[src/hw/rtl/dmxu_pkg.sv]
// ----------------------------------------------------------------------------
// dmxu_pkg - shared types and constants of the DMX-over-UDP packet parser
// Beat layouts, header offsets, protocol signatures and the slot clamp.
// ----------------------------------------------------------------------------
package dmxu_pkg;

  // Slot store limit (DMX universe size)
  localparam logic [9:0]  MAX_SLOTS       = 10'd512;
  localparam logic [9:0]  OFFSET_MAX      = 10'd1023;

  // Art-Net header layout
  localparam logic [9:0]  ART_SIG_LEN     = 10'd8;
  localparam logic [9:0]  ART_OPC_LO      = 10'd8;
  localparam logic [9:0]  ART_OPC_HI      = 10'd9;
  localparam logic [9:0]  ART_UNI_LO      = 10'd14;
  localparam logic [9:0]  ART_UNI_HI      = 10'd15;
  localparam logic [9:0]  ART_LEN_HI      = 10'd16;
  localparam logic [9:0]  ART_LEN_LO      = 10'd17;
  localparam logic [9:0]  ART_DATA_START  = 10'd18;
  localparam logic [15:0] ART_OPDMX       = 16'h5000;

  // sACN E1.31 header layout
  localparam logic [9:0]  SACN_SIG_START  = 10'd4;
  localparam logic [9:0]  SACN_SIG_END    = 10'd13;
  localparam logic [9:0]  SACN_UNI_HI     = 10'd113;
  localparam logic [9:0]  SACN_UNI_LO     = 10'd114;
  localparam logic [9:0]  SACN_CNT_HI     = 10'd123;
  localparam logic [9:0]  SACN_CNT_LO     = 10'd124;
  localparam logic [9:0]  SACN_DATA_START = 10'd126;

  // Protocol tag carried on tuser
  localparam logic        FUNC_ARTNET     = 1'b0;
  localparam logic        FUNC_SACN       = 1'b1;

  // Register map (word index)
  localparam logic        REG_UNIVERSE    = 1'b0;

  localparam int          OUT_TDATA_W     = 88;

  typedef struct packed {
    logic       func;
    logic [7:0] payload_byte;
    logic       last_byte;
  } dmxu_item_t;

  typedef struct packed {
    logic        slot_write;
    logic [8:0]  slot_index;
    logic [7:0]  slot_value;
    logic        slot_store;
    logic        packet_done;
    logic        packet_accepted;
    logic [31:0] art_packets;
    logic [31:0] sacn_packets;
  } dmxu_result_t;

  // "Art-Net\0"
  function automatic logic [7:0] art_sig(input logic [2:0] idx);
    logic [7:0] c;
    case (idx)
      3'd0:    c = 8'h41;
      3'd1:    c = 8'h72;
      3'd2:    c = 8'h74;
      3'd3:    c = 8'h2D;
      3'd4:    c = 8'h4E;
      3'd5:    c = 8'h65;
      3'd6:    c = 8'h74;
      default: c = 8'h00;
    endcase
    return c;
  endfunction

  // "ASC-E1.17"
  function automatic logic [7:0] sacn_sig(input logic [3:0] idx);
    logic [7:0] c;
    case (idx)
      4'd0:    c = 8'h41;
      4'd1:    c = 8'h53;
      4'd2:    c = 8'h43;
      4'd3:    c = 8'h2D;
      4'd4:    c = 8'h45;
      4'd5:    c = 8'h31;
      4'd6:    c = 8'h2E;
      4'd7:    c = 8'h31;
      4'd8:    c = 8'h37;
      default: c = 8'h00;
    endcase
    return c;
  endfunction

  function automatic logic [9:0] clamp_slots(input logic [15:0] n);
    return (n > {6'd0, MAX_SLOTS}) ? MAX_SLOTS : n[9:0];
  endfunction

endpackage

[src/hw/rtl/dmxu_cfg.sv]
// ----------------------------------------------------------------------------
// dmxu_cfg - APB register block
// Holds the universe match register; pready is tied high.
// ----------------------------------------------------------------------------
module dmxu_cfg (
  input  logic        clk,
  input  logic        rst_n,
  input  logic        psel,
  input  logic        penable,
  input  logic        pwrite,
  input  logic [2:0]  paddr,
  input  logic [31:0] pwdata,
  output logic [31:0] prdata,
  output logic        pready,
  output logic [15:0] universe
);

  logic [15:0] universe_r;
  logic [15:0] universe_nxt;
  logic        wr_en;

  assign pready = 1'b1;
  assign wr_en  = psel & penable & pwrite;

  always_comb begin
    universe_nxt = universe_r;
    if (wr_en && paddr[2] == dmxu_pkg::REG_UNIVERSE) begin
      universe_nxt = pwdata[15:0];
    end
  end

  always_ff @(posedge clk) begin
    if (!rst_n) begin
      universe_r <= '0;
    end else begin
      universe_r <= universe_nxt;
    end
  end

  always_comb begin
    unique case (paddr[2])
      dmxu_pkg::REG_UNIVERSE: prdata = {16'd0, universe_r};
      default:                prdata = '0;
    endcase
  end

  assign universe = universe_r;

endmodule

[src/hw/rtl/dmxu_in_reg.sv]
// ----------------------------------------------------------------------------
// dmxu_in_reg - input beat register
// Registers one payload beat; frees itself when the parser consumes it.
// ----------------------------------------------------------------------------
module dmxu_in_reg (
  input  logic                 clk,
  input  logic                 rst_n,
  input  logic                 in_valid,
  output logic                 in_ready,
  input  dmxu_pkg::dmxu_item_t in_item,
  input  logic                 consume,
  output logic                 item_valid,
  output dmxu_pkg::dmxu_item_t item
);

  logic                 valid_r;
  logic                 valid_nxt;
  dmxu_pkg::dmxu_item_t item_r;
  logic                 load;

  assign in_ready = !valid_r || consume;
  assign load     = in_valid && in_ready;

  always_comb begin
    valid_nxt = valid_r;
    if (load) begin
      valid_nxt = 1'b1;
    end else if (consume) begin
      valid_nxt = 1'b0;
    end
  end

  always_ff @(posedge clk) begin
    if (!rst_n) begin
      valid_r <= 1'b0;
    end else begin
      valid_r <= valid_nxt;
    end
  end

  always_ff @(posedge clk) begin
    if (load) begin
      item_r <= in_item;
    end
  end

  assign item_valid = valid_r;
  assign item       = item_r;

endmodule

[src/hw/rtl/dmxu_parse.sv]
// ----------------------------------------------------------------------------
// dmxu_parse - per-packet header checker and slot writer
// Holds offset, captures and packet counters; builds one result per beat.
// ----------------------------------------------------------------------------
module dmxu_parse (
  input  logic                   clk,
  input  logic                   rst_n,
  input  logic                   fire,
  input  dmxu_pkg::dmxu_item_t   item,
  input  logic [15:0]            universe,
  output dmxu_pkg::dmxu_result_t result
);

  logic [9:0]  off_r,  off_nxt;
  logic        hdr_r,  hdr_nxt;
  logic [15:0] opc_r,  opc_nxt;
  logic [15:0] uni_r,  uni_nxt;
  logic [15:0] len_r,  len_nxt;
  logic [31:0] art_r,  art_nxt;
  logic [31:0] sacn_r, sacn_nxt;

  logic        hdr_cur;
  logic [15:0] opc_cur, uni_cur, len_cur, len_m1;
  logic [9:0]  art_idx, sacn_idx, sacn_sig_off;
  logic [7:0]  b;
  logic        pass, wr, acc;
  logic [9:0]  idx;

  assign b            = item.payload_byte;
  assign art_idx      = off_r - dmxu_pkg::ART_DATA_START;
  assign sacn_idx     = off_r - dmxu_pkg::SACN_DATA_START;
  assign sacn_sig_off = off_r - dmxu_pkg::SACN_SIG_START;
  assign len_m1       = len_cur - 16'd1;

  // Captures including this beat; the checks below see them at once
  always_comb begin
    hdr_cur = hdr_r;
    opc_cur = opc_r;
    uni_cur = uni_r;
    len_cur = len_r;
    pass    = 1'b0;
    wr      = 1'b0;
    acc     = 1'b0;
    idx     = '0;
    if (item.func == dmxu_pkg::FUNC_ARTNET) begin
      if (off_r < dmxu_pkg::ART_SIG_LEN && b != dmxu_pkg::art_sig(off_r[2:0])) begin
        hdr_cur = 1'b0;
      end
      if (off_r == dmxu_pkg::ART_OPC_LO) opc_cur[7:0]  = b;
      if (off_r == dmxu_pkg::ART_OPC_HI) opc_cur[15:8] = b;
      if (off_r == dmxu_pkg::ART_UNI_LO) uni_cur[7:0]  = b;
      if (off_r == dmxu_pkg::ART_UNI_HI) uni_cur[15:8] = b;
      if (off_r == dmxu_pkg::ART_LEN_HI) len_cur[15:8] = b;
      if (off_r == dmxu_pkg::ART_LEN_LO) len_cur[7:0]  = b;
      pass = hdr_cur && opc_cur == dmxu_pkg::ART_OPDMX && uni_cur == universe;
      idx  = art_idx;
      wr   = pass && off_r >= dmxu_pkg::ART_DATA_START &&
             art_idx < dmxu_pkg::clamp_slots(len_cur);
      // packet must reach the low length byte
      acc  = item.last_byte && pass && off_r >= dmxu_pkg::ART_LEN_LO;
    end else begin
      if (off_r >= dmxu_pkg::SACN_SIG_START && off_r < dmxu_pkg::SACN_SIG_END &&
          b != dmxu_pkg::sacn_sig(sacn_sig_off[3:0])) begin
        hdr_cur = 1'b0;
      end
      if (off_r == dmxu_pkg::SACN_UNI_HI) uni_cur[15:8] = b;
      if (off_r == dmxu_pkg::SACN_UNI_LO) uni_cur[7:0]  = b;
      if (off_r == dmxu_pkg::SACN_CNT_HI) len_cur[15:8] = b;
      if (off_r == dmxu_pkg::SACN_CNT_LO) len_cur[7:0]  = b;
      pass = hdr_cur && uni_cur == universe && len_cur != 16'd0;
      idx  = sacn_idx;
      // property count includes the start code
      wr   = pass && off_r >= dmxu_pkg::SACN_DATA_START &&
             sacn_idx < dmxu_pkg::clamp_slots(len_m1);
      acc  = item.last_byte && pass &&
             off_r >= (dmxu_pkg::SACN_DATA_START - 10'd1);
    end
  end

  always_comb begin
    art_nxt  = art_r;
    sacn_nxt = sacn_r;
    if (acc && item.func == dmxu_pkg::FUNC_ARTNET) art_nxt  = art_r + 32'd1;
    if (acc && item.func == dmxu_pkg::FUNC_SACN)   sacn_nxt = sacn_r + 32'd1;
    if (item.last_byte) begin
      off_nxt = '0;
      hdr_nxt = 1'b1;
      opc_nxt = '0;
      uni_nxt = '0;
      len_nxt = '0;
    end else begin
      off_nxt = (off_r < dmxu_pkg::OFFSET_MAX) ? off_r + 10'd1 : off_r;
      hdr_nxt = hdr_cur;
      opc_nxt = opc_cur;
      uni_nxt = uni_cur;
      len_nxt = len_cur;
    end
  end

  always_ff @(posedge clk) begin
    if (!rst_n) begin
      off_r  <= '0;
      hdr_r  <= 1'b1;
      opc_r  <= '0;
      uni_r  <= '0;
      len_r  <= '0;
      art_r  <= '0;
      sacn_r <= '0;
    end else if (fire) begin
      off_r  <= off_nxt;
      hdr_r  <= hdr_nxt;
      opc_r  <= opc_nxt;
      uni_r  <= uni_nxt;
      len_r  <= len_nxt;
      art_r  <= art_nxt;
      sacn_r <= sacn_nxt;
    end
  end

  always_comb begin
    result.slot_write      = wr;
    result.slot_index      = wr ? idx[8:0] : 9'd0;
    result.slot_value      = wr ? b : 8'd0;
    result.slot_store      = item.func;
    result.packet_done     = item.last_byte;
    result.packet_accepted = acc;
    result.art_packets     = art_nxt;
    result.sacn_packets    = sacn_nxt;
  end

endmodule

[src/hw/rtl/dmxu_out_reg.sv]
// ----------------------------------------------------------------------------
// dmxu_out_reg - result beat register
// Holds one result until the sink takes it; reports room for the next.
// ----------------------------------------------------------------------------
module dmxu_out_reg (
  input  logic                   clk,
  input  logic                   rst_n,
  input  logic                   load,
  input  dmxu_pkg::dmxu_result_t result,
  output logic                   space,
  output logic                   out_valid,
  input  logic                   out_ready,
  output dmxu_pkg::dmxu_result_t out_result
);

  logic                   valid_r;
  logic                   valid_nxt;
  dmxu_pkg::dmxu_result_t result_r;

  assign space = !valid_r || out_ready;

  always_comb begin
    valid_nxt = valid_r;
    if (load) begin
      valid_nxt = 1'b1;
    end else if (out_ready) begin
      valid_nxt = 1'b0;
    end
  end

  always_ff @(posedge clk) begin
    if (!rst_n) begin
      valid_r <= 1'b0;
    end else begin
      valid_r <= valid_nxt;
    end
  end

  always_ff @(posedge clk) begin
    if (load) begin
      result_r <= result;
    end
  end

  assign out_valid  = valid_r;
  assign out_result = result_r;

endmodule

[src/hw/rtl/dmx_over_udp_packet_parser.sv]
// ----------------------------------------------------------------------------
// dmx_over_udp_packet_parser - Art-Net / sACN E1.31 DMX receiver
// Parses UDP payload beats and emits one slot-write result beat per byte.
// ----------------------------------------------------------------------------
// Feed the UDP payload one byte per beat with in_tuser giving the protocol
// (0 Art-Net, 1 sACN) and in_tlast on the final byte; every input beat gives
// exactly one output beat, in order. Each beat is registered in the input
// register, then the header check, capture and slot decision settle into
// the result register; a new byte can enter every cycle while out_tready
// is high. Art-Net packets need the "Art-Net" signature, opcode 0x5000 and a
// matching universe; data bytes from offset 18 become slots 0.. up to the
// clamped length. sACN packets need the "ASC-E1.17" identifier, a matching
// universe and a nonzero property count; data from offset 126 become the
// first count-1 slots, clamped to 512. The universe register sits at byte
// address 0 of the APB port and should only be written while no packet is in
// flight. out_tlast marks the last byte's result, where packet_accepted tells
// whether the packet passed; the running accepted-packet counters ride on
// every result beat.
module dmx_over_udp_packet_parser (
  input  logic        clk,
  input  logic        rst_n,
  // payload beats
  input  logic        in_tvalid,
  output logic        in_tready,
  input  logic [7:0]  in_tdata,   // [7:0] payload_byte
  input  logic        in_tuser,   // [0] func
  input  logic        in_tlast,   // last_byte
  // result beats
  output logic        out_tvalid,
  input  logic        out_tready,
  // [0] slot_write, [9:1] slot_index, [17:10] slot_value, [18] packet_accepted,
  // [50:19] art_packets, [82:51] sacn_packets, [87:83] zero
  output logic [dmxu_pkg::OUT_TDATA_W-1:0] out_tdata,
  output logic        out_tuser,  // [0] slot_store
  output logic        out_tlast,  // packet_done
  // configuration
  input  logic        psel,
  input  logic        penable,
  input  logic        pwrite,
  input  logic [2:0]  paddr,
  input  logic [31:0] pwdata,
  output logic [31:0] prdata,
  output logic        pready
);

  dmxu_pkg::dmxu_item_t   in_item;
  dmxu_pkg::dmxu_item_t   item;
  dmxu_pkg::dmxu_result_t result;
  dmxu_pkg::dmxu_result_t out_result;
  logic                   item_valid;
  logic                   out_space;
  logic                   fire;
  logic [15:0]            universe;

  assign in_item.func         = in_tuser;
  assign in_item.payload_byte = in_tdata;
  assign in_item.last_byte    = in_tlast;

  // a beat moves through the parser when the result register has room
  assign fire = item_valid && out_space;

  dmxu_cfg u_cfg (
    .clk      (clk),
    .rst_n    (rst_n),
    .psel     (psel),
    .penable  (penable),
    .pwrite   (pwrite),
    .paddr    (paddr),
    .pwdata   (pwdata),
    .prdata   (prdata),
    .pready   (pready),
    .universe (universe)
  );

  dmxu_in_reg u_in_reg (
    .clk        (clk),
    .rst_n      (rst_n),
    .in_valid   (in_tvalid),
    .in_ready   (in_tready),
    .in_item    (in_item),
    .consume    (fire),
    .item_valid (item_valid),
    .item       (item)
  );

  dmxu_parse u_parse (
    .clk      (clk),
    .rst_n    (rst_n),
    .fire     (fire),
    .item     (item),
    .universe (universe),
    .result   (result)
  );

  dmxu_out_reg u_out_reg (
    .clk        (clk),
    .rst_n      (rst_n),
    .load       (fire),
    .result     (result),
    .space      (out_space),
    .out_valid  (out_tvalid),
    .out_ready  (out_tready),
    .out_result (out_result)
  );

  assign out_tdata = {5'd0,
                      out_result.sacn_packets,
                      out_result.art_packets,
                      out_result.packet_accepted,
                      out_result.slot_value,
                      out_result.slot_index,
                      out_result.slot_write};
  assign out_tuser = out_result.slot_store;
  assign out_tlast = out_result.packet_done;

endmodule

[config.mk]
export PLATFORM = sky130hd
export DESIGN_NAME = dmx_over_udp_packet_parser
export DESIGN_NICKNAME = d
export VERILOG_FILES = /design/src/hw/rtl/dmxu_pkg.sv /design/src/hw/rtl/dmxu_cfg.sv /design/src/hw/rtl/dmxu_in_reg.sv /design/src/hw/rtl/dmxu_parse.sv /design/src/hw/rtl/dmxu_out_reg.sv /design/src/hw/rtl/dmx_over_udp_packet_parser.sv
export SDC_FILE = /design/constraint.sdc
export NUM_CORES = 1
export LEC_CHECK = 0
export ABC_AREA = 1
export BUFFER_PORTS_ARGS = -buffer_cell sky130_fd_sc_hd__buf_2
export CAP_MARGIN = 20
export CORE_UTILIZATION = 45
export DETAILED_ROUTE_END_ITERATION = 12
export SLEW_MARGIN = 20
export SYNTH_ARGS = -nofsm -noshare
export SYNTH_HDL_FRONTEND = slang
export SYNTH_HIERARCHICAL = 1
export SYNTH_SLANG_ARGS = --single-unit
export TNS_END_PERCENT = 20
[constraint.sdc]
create_clock -name clk -period 10.5 [get_ports clk]
set_input_delay 0.525 -clock clk [delete_from_list [all_inputs] [get_ports clk]]
set_output_delay 0.525 -clock clk [all_outputs]
set_load 0.01 [all_outputs]
==> out/results.txt, run 1 <==
Final Hold Violating Endpoints - 0
Crit. path cell count - 29
Crit path arrival time - 6.27 ns
Final Net Count - 2423
Largest area contributor in the netlist - edfxtp_1
Top_reg_cell synth - dfxtp_1
Congestion Overflow GR - 0
Routed Wire Length - 44800 um
Root Buffer - clkbuf_16
Hold EP - u_in_reg/item[6]$_DFFE_PP_
Post-synthesis sequential area ratio - 0.364
Remaining DRCs - 0
Worst min path class - in -> reg
Most used cell, CP - nand2_1
Avg WL per Cell - 16.0 um
Synthesized instance count - 2239
Area growth syn-to-layout - 11.7%
Worst-path clk slew - 0.06 ns
Slew HR - 0.430
Slowest-stage cell, CP - a311oi_2
Setup-failing EPs final - 0
Synth Warn # - 6
Unrepaired setup endpoints after global routing - no
Reg2Reg Depth - 29
DP HPWL - 32100 um
Worst EP required - 10.88 ns
Seq cells post-synth - 236
H-Tree Level Count - 1
Die W - 188 um
FP Rows - 67
Period utilisation layout - 0.560
Hold Crit Depth - 1
CTS Hold Buffers Added - 0
Delay-heaviest family, CP - simple AND/OR/NAND/NOR gates
Final non-filler cell total - 2804
Buf+Inv Stages, Crit Path - 3
Number of global-route vias before repair - 13692
Largest cells by area after synthesis - edfxtp_1, dfxtp_1, nand2_1, inv_1, nand3_1
Io pins - 177
Ant diodes - 0
Dpl cells - 2752
TNS Setup - 0 ns
FFs w/ async S/R, synth - 0
Crit. End Element - register
Worst Path Max Fanout - 18
Antenna violations before repair - 0
Maximum vdd ir drop - 0.123 mV
Setup crit start kind - register
Final Skew - 0.0156 ns
Initial detailed-routing violation count - 1332
Largest net degree at the start of global routing - 80
Final WS setup - 4.62 ns
Reg2reg end - u_out_reg/out_result[76]$_DFFE_PP_
Share of cells above drive strength 1 - 0.138
Distinct cell type count after synthesis - 56
Initial Utilization - 0.461
Pre-antenna DRT Iters - 5
P_leak - 0.00796 uW
Period minus WS final - 5.88 ns
Tightest Pin Transition - 0.847 ns
Post-CTS Resized - 0
Post-synth EDFFs - 95
R2r startpoint - u_parse/off_r[1]$_SDFFE_PN0P_
Max-cap violations - 0
Core area - 33800 um2
Inserted Clock Buffers - 28
PortBufs - 136
Chip Height - 188 um
CP peak stage delay - 0.44 ns
Antenna violation net count after detailed routing - 0
Synth top area share - 0.183
Vias per cell - 5.30
Clock Sinks - 236
Clock latency at the later pin of the worst-skew pair - 0.55 ns
Fmax - 0.170 GHz
Clock Path Buffers - 3
Total vias in the final route - 14854
GP Congestion - 0.964
Avg Cell Area, Syn - 6.96 um2
Total Die Area - 35400 um2
R2R setup slack - 4.62 ns
Post-CTS Setup Bufs - 0
First-pass GRT wire length - 70800 um
Pwr Density - 139 nW/um2
Post-synthesis cell area - 15600 um2
Global Route Usage Sum - 0.249
Run status - completed
Worst Setup SP - u_parse/off_r[1]$_SDFFE_PN0P_
Setup CP Type - reg -> reg
Final Max Tran Viols - 0
TritonCTS clock tree - built
Setup Slack @ Placement - 4.78 ns
HP Start - in_tdata[5]
-- power breakdown --
part	switching [uW]	internal, uW	total (uW)
logic	215	97.4	313
clock network	384	675	1060
registers	37.8	1010	1050
total	637	1780	2420
-- cell usage after synthesis (3+ instances only) --
master    count
xor2_1       69
a21oi_2      11
clkbuf_1     49
o21ai_1      80
nor2_4        9
nand3_1     185
o21ai_0      76
clkinv_1      6
dfxtp_1     141
o211ai_1     19
nor4_1       16
xnor2_1       4
buf_6        12
nor3_2        7
o21ai_2       8
or2_2        13
nand4_1      38
nand3b_1      4
a211oi_1      5
nand2_2      21
o21bai_1      4
nor2_2       31
inv_1       310
o31ai_1       3
buf_2        10
and2_1        5
nand2_4       5
buf_4        28
a21oi_1     142
inv_2        19
conb_1        3
nand2_1     563
ha_1         37
a31oi_1       3
edfxtp_1     95
buf_1         3
nor3_1       42
nor2_1      140
-- layout by cell type (no fill, tap or decap), types with 5 or more instances in the layout --
master,instances
nand2_1,563
inv_1,309
nand3_1,185
a21oi_1,142
dfxtp_1,141
nor2_1,139
buf_2,136
edfxtp_1,95
o21ai_1,80
o21ai_0,76
xor2_1,69
nor3_1,42
nand4_1,38
ha_1,37
nor2_2,32
clkbuf_16,30
conb_1,22
nand2_2,21
o211ai_1,19
inv_2,18
nor4_1,16
buf_4,13
or2_2,13
clkbuf_1,11
a21oi_2,11
nor2_4,9
o21ai_2,8
clkinv_1,7
nor3_2,7
bufinv_16,6
nand2_4,5
a211oi_1,5
and2_1,5
-- state kept, by name, indices dropped and copies added (netlist names) --
signal                flops
u_out_reg/out_result     85
u_parse/art_r            32
u_parse/sacn_r           32
u_cfg/universe           16
u_parse/len_r            16
u_parse/opc_r            16
u_parse/uni_r            16
u_in_reg/item            10
u_parse/off_r            10
u_in_reg/item_valid       1
u_out_reg/out_valid       1
u_parse/hdr_r             1
-- worst register-to-register path: cells and delay by family (launching register included) --
family / cells / cell delay (ns)
AND/OR/NAND/NOR: 18 / 2.49
adder cells (fa/ha/maj): 3 / 0.91
AO/OA/AOI/OAI: 5 / 1.38
buffers and inverters: 3 / 0.66
flip-flops: 1 / 0.29
-- metrics by stage --
| step | power, uW | util | hold WS, ns | area (um2) |
|---|---|---|---|---|
| after floorplan | 1280 | - | 0.445 | 15700 |
| after global placement | 1370 | 0.485 | 0.451 | 16400 |
| after detailed placement | 1380 | 0.485 | 0.456 | 16400 |
| after CTS | 2440 | 0.515 | 0.134 | 17400 |
| after global routing | 2520 | 0.515 | 0.136 | 17400 |
| final | 2420 | 0.515 | 0.152 | 17400 |
-- kinds of logic (layout without fill, tap and decap cells) --
| group | Yosys count | count (layout) | synth area share |
|---|---|---|---|
| AOI/OAI and AO/OA | 360 | 360 | 0.128 |
| and+or+nand+nor | 1089 | 1089 | 0.316 |
| DFF | 236 | 236 | 0.364 |
| other | 3 | 22 | 0.000722 |
| adders and majority gates | 37 | 37 | 0.0297 |
| buffers and inverters | 441 | 539 | 0.121 |
| xor gates and xnor gates | 73 | 73 | 0.0410 |
-- how the worst max path moves through the flow --
stage,endpoint,slack (ns)
final,u_out_reg/out_result[76]$_DFFE_PP_,4.62
after global routing,u_out_reg/out_result[80]$_DFFE_PP_,4.16
after detailed placement,u_out_reg/out_result[76]$_DFFE_PP_,4.78
after CTS,u_out_reg/out_result[76]$_DFFE_PP_,4.77
after global placement,u_out_reg/out_result[74]$_DFFE_PP_,4.95
after floorplan,u_out_reg/out_result[84]$_DFFE_PP_,5.98
-- final cells by class --
type | count | area [um2]
clock buffer | 42 | 806
fill | 3370 | 16400
tap | 448 | 561
sequential | 236 | 5680
timing repair buffer | 149 | 778
multi-input combinational | 1581 | 8100
clock inverter | 10 | 204
inverter | 338 | 1280
-- metal layers --
layer / vias up / share of wire / track usage
met4: 0 / 0.038 / 0.0976
met5: - / 0 / 0
met1: 6807 / 0.45 / 0.338
met2: 545 / 0.44 / 0.396
met3: 98 / 0.070 / 0.0365
li1: 7404 / - / -
(Power assumes the default switching activity.)
==> run 2, diff against run 1 <==
Settings changed: ABC_AREA 1 to 0.
Clock period 10.5 ns to 5.6 ns, I/O delays scaled along.
==> run 2 against run 1 <==
Net effect: clock power increased by 63%; sequential power is 77% higher; critical endpoint is now u_out_reg/out_result[81]$_DFFE_PP_; final cell count fell by 19%; largest power group is now registers; synthesized area shrank 5.7%; core utilization up 2.1 points; sequential share of layout area up 0.62 points; first-iteration DRC count down 11%; combinational power is 2% higher.
==> out/results.txt, run 2 <==
Chip Height - 183 um (was 188 um)
Setup-failing EPs final - 0 (unchanged)
PnR Total Power - 3920 uW (was 2420 uW)
Pwr Density - 229 nW/um2 (was 139 nW/um2)
Congestion Overflow GR - 0 (unchanged)
Io pins - 177 (unchanged)
Setup CP Type - reg -> reg (unchanged)
Final hold slack - 0.0223 ns (was 0.152 ns)
Vias per cell - 5.79 (was 5.30)
Final Skew - 0.0145 ns (was 0.0156 ns)
Core area - 31900 um2 (was 33800 um2)
Worst EP required - 5.98 ns (was 10.88 ns)
Cell Int Power - 2950 uW (was 1780 uW)
Post-synth EDFFs - 95 (unchanged)
Clk pwr share - 0.443 (was 0.438)
Worst min path class - in -> reg (unchanged)
Root Buffer - clkbuf_16 (unchanged)
Inserted Clock Buffers - 27 (was 28)
Ant diodes - 0 (unchanged)
Final Max Tran Viols - 0 (unchanged)
Unrepaired setup endpoints after global routing - no (unchanged)
Worst-path clk slew - 0.06 ns (about the same)
Setup Slack @ Placement - 0.168 ns (was 4.78 ns)
Sequential share of power - 0.476 (was 0.433)
Synthesized instance count - 1681 (was 2239)
Distinct cell type count after synthesis - 84 (was 56)
Clock Sinks - 236 (unchanged)
Fmax - 0.192 GHz (was 0.170 GHz)
Run status - completed (unchanged)
Global Route Usage Sum - 0.251 (was 0.249)
Avg Cell Area, Syn - 8.75 um2 (was 6.96 um2)
GP Congestion - 0.923 (was 0.964)
Max-cap violations - 0 (unchanged)
Crit. End Element - register (unchanged)
Total Die Area - 33400 um2 (was 35400 um2)
Initial detailed-routing violation count - 1192 (was 1332)
Avg WL per Cell - 18.8 um (was 16.0 um)
Slew HR - 0.325 (was 0.430)
Initial Utilization - 0.461 (about the same)
FFs w/ async S/R, synth - 0 (unchanged)
PortBufs - 136 (unchanged)
CP peak stage delay - 0.32 ns (was 0.44 ns)
Final Net Count - 1901 (was 2423)
Most common cell after layout, fill and taps aside - nand2_1 (unchanged)
Period minus WS final - 5.22 ns (was 5.88 ns)
Antenna violations before repair - 0 (unchanged)
Post-synthesis sequential area ratio - 0.386 (was 0.364)
Number of flip-flops in the largest register - 85 (unchanged)
Top cells by count, synth - nand2_1, nor2_1, dfxtp_1, edfxtp_1, a21oi_1 (was nand2_1, inv_1, nand3_1, a21oi_1, dfxtp_1)
Synth top area share - 0.194 (was 0.183)
Antenna violation net count after detailed routing - 0 (unchanged)
Most frequent cells in the layout - nand2_1, nor2_1, dfxtp_1 (was nand2_1, inv_1, nand3_1)
Combinational Power Share - 0.082 (was 0.129)
P_leak - 0.00649 uW (was 0.00796 uW)
Routed Wire Length - 42600 um (was 44800 um)
Count leader, synth - nand2_1 (unchanged)
Design Area, Final - 17100 um2 (was 17400 um2)
Maximum vdd ir drop - 0.213 mV (was 0.123 mV)
DP Area - 15800 um2 (was 16400 um2)
Number of global-route vias before repair - 12030 (was 13692)
Share of cells above drive strength 1 - 0.168 (was 0.138)
H-Tree Level Count - 1 (unchanged)
Period utilisation layout - 0.932 (was 0.560)
Die W - 183 um (was 188 um)
Worst Path Max Fanout - 8 (was 18)
Area growth syn-to-layout - 16.2% (was 11.7%)
Top_reg_cell synth - dfxtp_1 (unchanged)
Crit path arrival time - 5.60 ns (was 6.27 ns)
Largest cells by area after synthesis - edfxtp_1, dfxtp_1, mux2i_1, xnor2_1, nand2_1 (was edfxtp_1, dfxtp_1, nand2_1, inv_1, nand3_1)
Slowest-stage cell, CP - dfxtp_1 (was a311oi_2)
Post-synthesis cell area - 14700 um2 (was 15600 um2)
DP HPWL - 29100 um (was 32100 um)
Tightest Pin Transition - 1.01 ns (was 0.847 ns)
Net Sw Frac - 0.246 (was 0.263)
Total vias in the final route - 13115 (was 14854)
Remaining DRCs - 0 (unchanged)
First-pass GRT wire length - 67200 um (was 70800 um)
Final Hold Violating Endpoints - 0 (unchanged)
FP Rows - 65 (was 67)
Seq cells post-synth - 236 (unchanged)
Clock latency at the later pin of the worst-skew pair - 0.54 ns (was 0.55 ns)
Final WS setup - 0.379 ns (was 4.62 ns)
TritonCTS clock tree - built (unchanged)
Pre-antenna DRT Iters - 6 (was 5)
Largest area contributor in the netlist - edfxtp_1 (unchanged)
NetSw - 965 uW (was 637 uW)
TNS Setup - 0 ns (unchanged)
Clock Path Buffers - 3 (unchanged)
Setup crit start kind - register (unchanged)
Synth Warn # - 6 (unchanged)
Largest net degree at the start of global routing - 84 (was 80)
-- run 2: timing repair --
action / 4_1_cts / 5_1_grt
hold buffers: 27 / 0
endpoints found under the hold margin: 27 / 0
resized for setup: 0 / 16
buffers inserted: 0 / 6
endpoints found under the setup margin: 0 / 18
-- run 2: kinds of logic after synthesis --
logic type                 count (synthesis)  share of synthesized area
and+or+nand+nor                          719                      0.259
buffers and inverters                    183                     0.0573
muxes                                     73                     0.0511
DFF                                      236                      0.386
other                                      3                   0.000766
adders and majority gates                 37                     0.0315
xor gates and xnor gates                 122                     0.0727
AOI/OAI and AO/OA                        308                      0.142
-- run 2: critical path, delay by kind of cell, from the launching register on --
kind / cells / cell delay [ns]
simple gates: 9 / 1.80
compound gates: 8 / 1.29
fa+ha+maj: 3 / 0.72
mux: 2 / 0.60
flops: 1 / 0.32
buf+inv: 2 / 0.24
xor+xnor: 1 / 0.10
-- run 2: routing by layer --
| metal | up-vias | part of all wire | track usage |
|---|---|---|---|
| met5 | - | 0 | 0 |
| met4 | 0 | 0.032 | 0.0813 |
| met3 | 93 | 0.070 | 0.0421 |
| met2 | 464 | 0.45 | 0.394 |
| met1 | 6223 | 0.45 | 0.351 |
| li1 | 6335 | - | - |
-- run 2: through the flow --
step                      utilization  std cells
after detailed placement        0.496       2183
after global placement          0.495       2183
after global routing            0.536       2267
final                           0.536       2267
after floorplan                     -       1700
after CTS                       0.531       2259
-- run 2: final timing paths --
kind	startpoint	to	slack [ns]	cells after the start
worst min-delay path	out_tready	u_out_reg/out_valid$_SDFFE_PN0P_	0.02	3
worst min register to register	u_parse/opc_r[4]$_SDFFE_PN0P_	u_parse/opc_r[4]$_SDFFE_PN0P_	0.46	2
worst max register to register	u_parse/off_r[1]$_SDFFE_PN0P_	u_out_reg/out_result[81]$_DFFE_PP_	0.38	25
worst max-delay path	u_parse/off_r[1]$_SDFFE_PN0P_	u_out_reg/out_result[81]$_DFFE_PP_	0.38	25
-- run 2: layout make-up --
| class | count | area, um2 |
|---|---|---|
| fill | 3062 | 14800 |
| multi-input combinational | 1281 | 8420 |
| sequential | 236 | 5680 |
| timing repair buffer | 229 | 1450 |
| clock buffer | 36 | 729 |
| tap | 435 | 544 |
| inverter | 37 | 139 |
| clock inverter | 13 | 129 |
-- run 2: power groups by stage --
| stage | clock network (uW) | logic [uW] | registers [uW] |
|---|---|---|---|
| 5_1_grt | 1850 | 345 | 1870 |
| 4_1_cts | 1780 | 317 | 1860 |
| 3_5_place_dp | 0 | 301 | 1900 |
| 6_report | 1730 | 320 | 1860 |
| 2_1_floorplan | 0 | 173 | 1910 |
| 3_3_place_gp | 0 | 298 | 1900 |
